<file path="config.mk">
export PLATFORM = sky130hd
export DESIGN_NAME = timer_based_uart_transceiver
export DESIGN_NICKNAME = d
export VERILOG_FILES = /design/src/rtl/tbut_pkg.sv /design/src/rtl/timer_based_uart_transceiver.sv /design/src/rtl/tbut_tx.sv /design/src/rtl/tbut_rx.sv
export SDC_FILE = /design/constraint.sdc
export NUM_CORES = 1
export LEC_CHECK = 0
export BUFFER_PORTS_ARGS = -buffer_cell sky130_fd_sc_hd__buf_2
export CAP_MARGIN = 20
export CELL_PAD_IN_SITES_DETAIL_PLACEMENT = 0
export CELL_PAD_IN_SITES_GLOBAL_PLACEMENT = 2
export CORE_MARGIN = 1
export CORE_UTILIZATION = 38
export DETAILED_ROUTE_END_ITERATION = 8
export GPL_TIMING_DRIVEN = 0
export PLACE_DENSITY_LB_ADDON = 0.1
export SLEW_MARGIN = 25
export SYNTH_ARGS = -nofsm -noshare
export SYNTH_HDL_FRONTEND = slang
export SYNTH_HIERARCHICAL = 1
export SYNTH_SLANG_ARGS = --single-unit
</file>
<file path="constraint.sdc">
create_clock -name clock -period 4.89 [get_ports clock]
set_input_delay 0.978 -clock clock [delete_from_list [all_inputs] [get_ports clock]]
set_output_delay 0.978 -clock clock [all_outputs]
set_load 0.02 [all_outputs]
</file>
<file path="src/rtl/tbut_pkg.sv">
`default_nettype none
// ----------------------------------------------------------------------------
// Timer-based UART transceiver package
// Shared widths, register indexes, reset values, status types and the tick
// counter step used by both the transmitter and the receiver.
// ----------------------------------------------------------------------------
package tbut_pkg;

   localparam int CNT_W      = 16;
   localparam int PERIOD_W   = 16;
   localparam int HALF_W     = 15;
   localparam int CSR_IDX_W  = 2;
   localparam int CSR_DATA_W = 16;
   localparam int CMP_W      = ((CNT_W > PERIOD_W) ? CNT_W : PERIOD_W) + 1;

   localparam logic [CSR_IDX_W-1:0] CSR_BIT_PERIOD      = CSR_IDX_W'(0);
   localparam logic [CSR_IDX_W-1:0] CSR_HALF_BIT_PERIOD = CSR_IDX_W'(1);

   localparam int CLOCK_HZ = 1000000;
   localparam int BAUD     = 9600;

   localparam logic [PERIOD_W-1:0] BIT_PERIOD_RST      = PERIOD_W'(CLOCK_HZ / BAUD);
   localparam logic [HALF_W-1:0]   HALF_BIT_PERIOD_RST = HALF_W'(CLOCK_HZ / (BAUD * 2));

   localparam logic [3:0] FRAME_BITS = 4'd10;
   localparam logic [3:0] DATA_BITS  = 4'd8;
   localparam logic [3:0] HALF_PHASE = 4'd9;

   typedef struct packed {
      logic [PERIOD_W-1:0] bit_period;
      logic [HALF_W-1:0]   half_bit_period;
   } cfg_type;

   typedef struct packed {
      logic             expired;
      logic [CNT_W-1:0] count;
   } tick_type;

   typedef struct packed {
      logic line;
      logic busy;
   } tx_status_type;

   typedef struct packed {
      logic       valid;
      logic [7:0] data;
   } rx_status_type;

   // Advances a bit timer by one tick. The interval expires once the count
   // reaches the period without wrapping, or at once for a period of 0 or 1.
   function automatic tick_type tick_step(input logic [CNT_W-1:0]    count,
                                          input logic [PERIOD_W-1:0] period);
      logic [CMP_W-1:0] inc;
      tick_type         r;
      inc = CMP_W'(count) + CMP_W'(1);
      if ((inc >= CMP_W'(period)) && (count != {CNT_W{1'b1}})) begin
         r.expired = 1'b1;
         r.count   = '0;
      end else if (period <= PERIOD_W'(1)) begin
         r.expired = 1'b1;
         r.count   = '0;
      end else begin
         r.expired = 1'b0;
         r.count   = inc[CNT_W-1:0];
      end
      return r;
   endfunction

endpackage
`default_nettype wire

</file>
<file path="src/rtl/timer_based_uart_transceiver.sv">
`default_nettype none
// ----------------------------------------------------------------------------
// Timer-based UART transceiver (8N1)
// Each request word is one timer tick carrying the receive line level and an
// optional byte to send. Each response word gives the transmit line level,
// the transmitter busy flag, a received-byte strobe and the last byte
// received.
// The request and response channels use valid and stall. A response word
// appears in the cycle after its request word is accepted, and one request word
// is taken in every cycle, limited only by the single output register. When
// the response side stalls with a word waiting, req_stall rises in the same
// cycle and the state holds; the bit timers move only on accepted words.
// The configuration channel (valid and ready, always ready) writes the bit
// period and half bit period; writes to other indexes are ignored.
// Reset (synchronous) returns both bit timers to idle, the line to the idle
// level, the registers to 104 and 52 and empties the output register.
// ----------------------------------------------------------------------------
module timer_based_uart_transceiver (
   input  wire logic                                clock,
   input  wire logic                                reset,
   input  wire logic                                req_valid,
   output      logic                                req_stall,
   input  wire logic                                req_rx_level,
   input  wire logic                                req_send_request,
   input  wire logic [7:0]                          req_send_byte,
   output      logic                                rsp_valid,
   input  wire logic                                rsp_stall,
   output      logic                                rsp_tx_level,
   output      logic                                rsp_tx_busy,
   output      logic                                rsp_rx_valid,
   output      logic [7:0]                          rsp_rx_byte,
   input  wire logic                                csr_valid,
   output      logic                                csr_ready,
   input  wire logic [tbut_pkg::CSR_IDX_W-1:0]      csr_index,
   input  wire logic [tbut_pkg::CSR_DATA_W-1:0]     csr_wdata
);

   tbut_pkg::cfg_type       cfg_ff;
   tbut_pkg::tx_status_type tx_status;
   tbut_pkg::rx_status_type rx_status;
   logic                    advance;
   logic                    rsp_valid_ff;
   logic                    tx_level_ff;
   logic                    tx_busy_ff;
   logic                    rx_valid_ff;
   logic [7:0]              rx_byte_ff;

   assign csr_ready = 1'b1;

   always_ff @(posedge clock) begin
      if (reset) begin
         cfg_ff.bit_period      <= tbut_pkg::BIT_PERIOD_RST;
         cfg_ff.half_bit_period <= tbut_pkg::HALF_BIT_PERIOD_RST;
      end else if (csr_valid && csr_ready) begin
         case (csr_index)
            tbut_pkg::CSR_BIT_PERIOD: begin
               cfg_ff.bit_period <= csr_wdata[tbut_pkg::PERIOD_W-1:0];
            end
            tbut_pkg::CSR_HALF_BIT_PERIOD: begin
               cfg_ff.half_bit_period <= csr_wdata[tbut_pkg::HALF_W-1:0];
            end
            default: begin
            end
         endcase
      end
   end

   assign req_stall = rsp_valid_ff && rsp_stall;
   assign advance   = req_valid && !req_stall;

   tbut_tx u_tx (
      .clock        (clock),
      .reset        (reset),
      .advance      (advance),
      .cfg          (cfg_ff),
      .send_request (req_send_request),
      .send_byte    (req_send_byte),
      .status       (tx_status)
   );

   tbut_rx u_rx (
      .clock    (clock),
      .reset    (reset),
      .advance  (advance),
      .cfg      (cfg_ff),
      .rx_level (req_rx_level),
      .status   (rx_status)
   );

   always_ff @(posedge clock) begin
      if (reset) begin
         rsp_valid_ff <= 1'b0;
      end else if (advance) begin
         rsp_valid_ff <= 1'b1;
      end else if (!rsp_stall) begin
         rsp_valid_ff <= 1'b0;
      end
   end

   always_ff @(posedge clock) begin
      if (advance) begin
         tx_level_ff <= tx_status.line;
         tx_busy_ff  <= tx_status.busy;
         rx_valid_ff <= rx_status.valid;
         rx_byte_ff  <= rx_status.data;
      end
   end

   assign rsp_valid    = rsp_valid_ff;
   assign rsp_tx_level = tx_level_ff;
   assign rsp_tx_busy  = tx_busy_ff;
   assign rsp_rx_valid = rx_valid_ff;
   assign rsp_rx_byte  = rx_byte_ff;

   // Every accepted request word leaves a response word waiting.
   assert property (@(posedge clock) disable iff (reset) advance |=> rsp_valid_ff)
      else $error("accepted word produced no response");

   // The request side is held back only by a waiting, stalled response.
   assert property (@(posedge clock) disable iff (reset) req_stall |-> rsp_valid_ff)
      else $error("request stalled with empty output register");

endmodule
`default_nettype wire

</file>
<file path="src/rtl/tbut_tx.sv">
`default_nettype none
// ----------------------------------------------------------------------------
// UART transmitter
// Frames a byte as start bit, eight data bits LSB first and stop bit, one
// bit time per bit after an initial idle bit time. Advances once per word.
// ----------------------------------------------------------------------------
module tbut_tx (
   input  wire logic                   clock,
   input  wire logic                   reset,
   input  wire logic                   advance,
   input  wire tbut_pkg::cfg_type      cfg,
   input  wire logic                   send_request,
   input  wire logic [7:0]             send_byte,
   output tbut_pkg::tx_status_type     status
);

   logic [9:0]                 shift_ff, shift_in;
   logic [3:0]                 bits_ff, bits_in;
   logic [tbut_pkg::CNT_W-1:0] cnt_ff, cnt_in;
   logic                       active_ff, active_in;
   logic                       line_ff, line_in;
   tbut_pkg::tick_type         tick;

   always_comb begin
      shift_in  = shift_ff;
      bits_in   = bits_ff;
      cnt_in    = cnt_ff;
      active_in = active_ff;
      line_in   = line_ff;
      tick      = tbut_pkg::tick_step(cnt_ff, cfg.bit_period);
      if (active_ff) begin
         cnt_in = tick.count;
         if (tick.expired) begin
            if (bits_ff == 4'd0) begin
               active_in = 1'b0;
               bits_in   = tbut_pkg::FRAME_BITS;
            end else begin
               line_in  = shift_ff[0];
               shift_in = {1'b0, shift_ff[9:1]};
               bits_in  = bits_ff - 4'd1;
            end
         end
      end else if (send_request) begin
         shift_in  = {1'b1, send_byte, 1'b0};
         bits_in   = tbut_pkg::FRAME_BITS;
         cnt_in    = '0;
         active_in = 1'b1;
      end
   end

   always_ff @(posedge clock) begin
      if (reset) begin
         shift_ff  <= '1;
         bits_ff   <= tbut_pkg::FRAME_BITS;
         cnt_ff    <= '0;
         active_ff <= 1'b0;
         line_ff   <= 1'b1;
      end else if (advance) begin
         shift_ff  <= shift_in;
         bits_ff   <= bits_in;
         cnt_ff    <= cnt_in;
         active_ff <= active_in;
         line_ff   <= line_in;
      end
   end

   assign status.line = line_in;
   assign status.busy = active_in;

   // An idle transmitter always rests on the stop level.
   assert property (@(posedge clock) disable iff (reset) !active_ff |-> line_ff)
      else $error("tx line low while idle");

   assert property (@(posedge clock) disable iff (reset) bits_ff <= tbut_pkg::FRAME_BITS)
      else $error("tx bit count out of range");

endmodule
`default_nettype wire

</file>
<file path="src/rtl/tbut_rx.sv">
`default_nettype none
// ----------------------------------------------------------------------------
// UART receiver
// Hunts for a falling edge, waits half a bit plus one bit, then samples eight
// data bits LSB first at one bit time apart. Advances once per word.
// ----------------------------------------------------------------------------
module tbut_rx (
   input  wire logic                   clock,
   input  wire logic                   reset,
   input  wire logic                   advance,
   input  wire tbut_pkg::cfg_type      cfg,
   input  wire logic                   rx_level,
   output tbut_pkg::rx_status_type     status
);

   logic                       hunting_ff, hunting_in;
   logic                       prev_ff;
   logic [tbut_pkg::CNT_W-1:0] cnt_ff, cnt_in;
   logic [7:0]                 shift_ff, shift_in;
   logic [3:0]                 bits_ff, bits_in;
   logic [3:0]                 bits_dec;
   logic [7:0]                 last_ff, last_in;
   logic                       valid;
   tbut_pkg::tick_type         tick_half;
   tbut_pkg::tick_type         tick_bit;

   always_comb begin
      hunting_in = hunting_ff;
      cnt_in     = cnt_ff;
      shift_in   = shift_ff;
      bits_in    = bits_ff;
      last_in    = last_ff;
      valid      = 1'b0;
      bits_dec   = bits_ff - 4'd1;
      tick_half  = tbut_pkg::tick_step(cnt_ff,
                      tbut_pkg::PERIOD_W'(cfg.half_bit_period));
      tick_bit   = tbut_pkg::tick_step(cnt_ff, cfg.bit_period);
      if (hunting_ff) begin
         if (prev_ff && !rx_level) begin
            hunting_in = 1'b0;
            cnt_in     = '0;
            bits_in    = tbut_pkg::HALF_PHASE;
         end
      end else if (bits_ff == tbut_pkg::HALF_PHASE) begin
         cnt_in = tick_half.count;
         if (tick_half.expired) begin
            bits_in = tbut_pkg::DATA_BITS;
         end
      end else begin
         cnt_in = tick_bit.count;
         if (tick_bit.expired) begin
            shift_in = {rx_level, shift_ff[7:1]};
            bits_in  = bits_dec;
            if ((bits_dec == 4'd0) || (bits_dec > tbut_pkg::DATA_BITS)) begin
               last_in    = shift_in;
               valid      = 1'b1;
               bits_in    = tbut_pkg::DATA_BITS;
               hunting_in = 1'b1;
            end
         end
      end
   end

   always_ff @(posedge clock) begin
      if (reset) begin
         hunting_ff <= 1'b1;
         prev_ff    <= 1'b1;
         cnt_ff     <= '0;
         shift_ff   <= '0;
         bits_ff    <= tbut_pkg::DATA_BITS;
         last_ff    <= '0;
      end else if (advance) begin
         hunting_ff <= hunting_in;
         prev_ff    <= rx_level;
         cnt_ff     <= cnt_in;
         shift_ff   <= shift_in;
         bits_ff    <= bits_in;
         last_ff    <= last_in;
      end
   end

   assign status.valid = valid;
   assign status.data  = last_in;

   // A completed byte always returns the receiver to hunting.
   assert property (@(posedge clock) disable iff (reset) advance && valid |=> hunting_ff)
      else $error("rx not hunting after a completed byte");

   assert property (@(posedge clock) disable iff (reset)
                    hunting_ff |-> bits_ff == tbut_pkg::DATA_BITS)
      else $error("rx bit count not reloaded while hunting");

endmodule
`default_nettype wire

</file>
==> key figures <==
Die
  • Floorplan die height: 136 µm
  • Count of boundary I/O pins: 47
  • Placeable core region: 0.0174 mm²
  • Starting density of the core: 39.2%
  • Die W: 136 µm
  • Overall die area: 0.0185 mm²
  • Row count: 48

Worst hold path
  • Worst Min Path Start: u_rx/prev_ff
  • Count of cells along the worst hold path: 2
  • Type of the worst min-delay path: flop to flop
  • Endpoint, Worst Hold: u_rx/prev_ff

Final layout
  • Final-stage net count: 926
  • Share of post-route cells with drive strength above 1: 13.3%
  • Fin util: 44.0%
  • Final cell count without fillers: 1070
  • Sequential cell area in the final layout: 0.00235 mm²
  • Filler cell count in the final layout: 1749
  • Area of combinational cells with multiple inputs: 0.00404 mm²
  • Area growth from synthesis to layout: 12.3%
  • Antenna diode count: 0

GRT
  • Met1 Usage GRT: 27.1%
  • Antenna violations before repair: 0
  • Global-route met3 utilization: 2.87%
  • Global-route wire length before repair: 28200 µm
  • Via count of the first global-routing pass: 5549
  • Maximum number of pins on one net before global-route repair: 24
  • Busiest grt layer: met2
  • Grt ovf: 0
  • GR Util met2: 31.1%
  • Global Route Usage Sum: 19.6%

Critical path
  • Destination of the worst register-to-register timing path: u_rx/cnt_ff[2]
  • Worst reg2reg path depth: 16
  • Slowest Stage Delay on Critical Path: 0.50 ns
  • Reg-to-reg slack, setup: 0.49 ns
  • Number of buffer and inverter instances along the worst setup path: 1
  • Worst reg2reg path startpoint: u_rx/cnt_ff[0]
  • Nature of the critical path endpoint: flop
  • Cell family with the largest share of critical-path delay: simple AND/OR/NAND/NOR gates
  • Cell Chain, Critical Path: ha_1 -> nand3_1 -> nor2_1 -> nand3_1 -> and2_1 -> or2_2 -> ha_1 -> a21oi_1 -> nand2_1 -> or4_1 -> o2111ai_1 -> nand3b_1 -> a211oi_2 -> buf_2 -> nand3b_1 -> o211ai_1
  • Cell with the biggest individual delay on the critical path: sky130_fd_sc_hd__or4_1
  • Top fanout value on the critical path: 10
  • Crit start category: flop
  • Type of the setup path with the least slack: flop to flop
  • Endpoint required time on the critical path: 5.18 ns
  • Worst Path Arrival: 4.68 ns
  • Number of logic stages on the critical path including buffering: 16

STA
  • Least setup slack across all paths after layout: 0.495 ns
  • Sum Neg Setup Slack: 0 ns
  • Final hold violation count: 0
  • Setup repair after global routing missed its margin: false
  • Worst slack on hold paths: 0.485 ns
  • Slew HR: 55.9%
  • Fmax: 0.228 GHz
  • Final max-slew violation count: 0
  • Number of setup violations in the final report: 0
  • Final period utilization: 89.9%
  • Setup Skew: 0.0114 ns
  • Transition time at the pin with the least slew margin: 0.661 ns
  • Shortest period the worst path allows: 4.40 ns

Synthesis
  • Yosys reg bits: 112
  • Number of instances in the synthesized netlist: 783
  • Post-synthesis cell type with the largest combined area: sky130_fd_sc_hd__dfxtp_1
  • Number of distinct library cell variants in the gate-level netlist after synthesis: 73
  • Async S/R FF share, synth: 0%
  • Avg Inst Size Synth: 8.73 µm²
  • Biggest area contributors in the synthesized netlist: sky130_fd_sc_hd__dfxtp_1 (30%), sky130_fd_sc_hd__ha_1 (9.7%), sky130_fd_sc_hd__mux2i_1 (8.4%)
  • Net count of the mapped netlist: 869
  • Post-synth top area share: 29.6%
  • Yosys synthesis warning count: 6
  • Count of flip-flops with a built-in enable after synthesis: 11
  • Post-Syn Area: 0.00683 mm²
  • Most used flip-flop cell after synthesis: sky130_fd_sc_hd__dfxtp_1
  • Sequential area share after synthesis: 34.4%

Routing
  • ANT nets after route: 0
  • Number of remaining DRC errors: 0
  • Initial detailed-routing violation count: 221
  • Drt first pass iters: 5
  • Average wire per cell in the routed design: 16.1 µm
  • Via-per-instance ratio: 5.28
  • Routed wire length: 17300 µm
  • Total via count in the routed design: 5652

Power and ir drop
  • PwrDens: 256 mW/mm²
  • Leakage power figure: 3.27 nW
  • IR Drop Worst-Case VDD: 0.000154 V

Placement
  • Number of cells in the design after placement: 1054
  • Pre-CTS setup slack: 0.532 ns
  • Number of I/O port buffers: 45
  • Placer's final routability congestion estimate: 0.871
  • Final HPWL from detailed placement: 13100 µm

Clocking
  • CTS Buf Count: 9
  • Number of H-tree levels: 3
  • Buffers from clock root to sink, at most: 2
  • Clock transition at the registers of the reported paths: 0.08 ns
  • Source-to-sink clock delay at the later pin of the worst-skew pair: 0.36 ns
  • Clock sink count: 112
  • Post_cts resized: 0
  • Count of hold buffers inserted by post-cts repair: 0
  • Setup fix buffers added after clock tree synthesis: 0
  • Clock root buffer: sky130_fd_sc_hd__clkbuf_16
  • TritonCTS clock tree: yes

Outcome
  • Status: finished, final reports clean

Job
  • Number of maximum-capacitance violations: 0
## through the flow
stage	power [W]	instance area, µm²
final	0.00197	7670
after global routing	0.00206	7670
after CTS	0.00200	7670
after detailed placement	0.00121	7350
after global placement	0.00121	7340
after floorplan	0.00114	6830
## metal layers
| layer | wire length [µm] | vias to the layer above |
|---|---|---|
| met1 | 8720 | 2672 |
| met2 | 7740 | 93 |
| met4 | 268 | 0 |
| li1 | - | 2869 |
| met5 | 0 | - |
| met3 | 531 | 18 |
## cell families after synthesis
| kind of cell | after synthesis | share of synthesized area [%] |
|---|---|---|
| muxes | 60 | 8.84 |
| DFF | 112 | 34.4 |
| other | 1 | 0.0549 |
| xor gates and xnor gates | 31 | 3.97 |
| buffers and inverters | 100 | 6.43 |
| AOI/OAI and AO/OA | 118 | 12.7 |
| adders and majority gates | 53 | 9.71 |
| and+or+nand+nor | 308 | 23.9 |
## cells in the final DEF (no fill, tap or decap), drive strengths merged, types with 11 or more instances in the layout
cell type	n
nor3	13
a22oi	14
buf	65
a21oi	17
inv	62
nand3	23
clkbuf	31
nor4	12
xnor2	19
ha	53
mux2i	57
o21ai	23
nand4	15
a211oi	20
xor2	12
nand2b	45
nor2	79
edfxtp	11
nand2	67
dfxtp	101
and2	11
## flip-flops by register name, summed over array words and instances, names as in the netlist, 4 cells and up
register / count
cfg_ff: 31
u_rx/cnt_ff: 16
u_tx/cnt_ff: 16
u_tx/shift_ff: 10
rsp_rx_byte: 8
u_rx/last_ff: 8
u_rx/shift_ff: 7
u_rx/bits_ff: 4
u_tx/bits_ff: 4
## area by class of cell
| class | count | area share [%] |
|---|---|---|
| multi-input combinational | 571 | 52.7 |
| sequential | 112 | 30.7 |
| tap | 225 | 3.67 |
| timing repair buffer | 46 | 3.08 |
| clock buffer | 9 | 2.94 |
| inverter | 59 | 2.89 |
| buffer | 41 | 2.84 |
| clock inverter | 7 | 1.19 |
## report_power, final
part	switching, W	total [W]	internal, W
Clock	0.000403	0.000775	0.000372
Sequential	0.0000232	0.000973	0.000950
Combinational	0.000132	0.000218	0.0000859
Total	0.000559	0.00197	0.00141
## tightest hold or removal path: stages, from the launching register on
cell                       delay, ns
sky130_fd_sc_hd__dfxtp_1        0.30
sky130_fd_sc_hd__inv_1          0.06
sky130_fd_sc_hd__o211ai_1       0.08
## Yosys cell counts (all sizes together), types with 11 or more instances
master	number
xnor2	19
dfxtp	101
nor2	79
nand4	15
edfxtp	11
o21ai	23
a21oi	17
nor3	13
inv	58
nor4	12
a22oi	14
ha	53
nand3	23
nand2	67
clkbuf	22
a211oi	20
xor2	12
nand2b	45
and2	11
buf	19
mux2i	57
## how the worst max path moves through the flow
stage | endpoint | start | slack (ns)
global placement | u_rx/cnt_ff[2] | u_rx/cnt_ff[0] | 0.59
finish | u_rx/cnt_ff[2] | u_rx/cnt_ff[0] | 0.49
global route | u_rx/cnt_ff[2] | u_rx/cnt_ff[0] | 0.11
CTS | u_rx/last_ff[1] | u_rx/cnt_ff[0] | 0.50
detailed placement | u_rx/last_ff[1] | u_rx/cnt_ff[0] | 0.53
floorplan | u_rx/last_ff[4] | u_rx/cnt_ff[0] | 1.17
No activity file was read; power rests on OpenSTA's default activity.
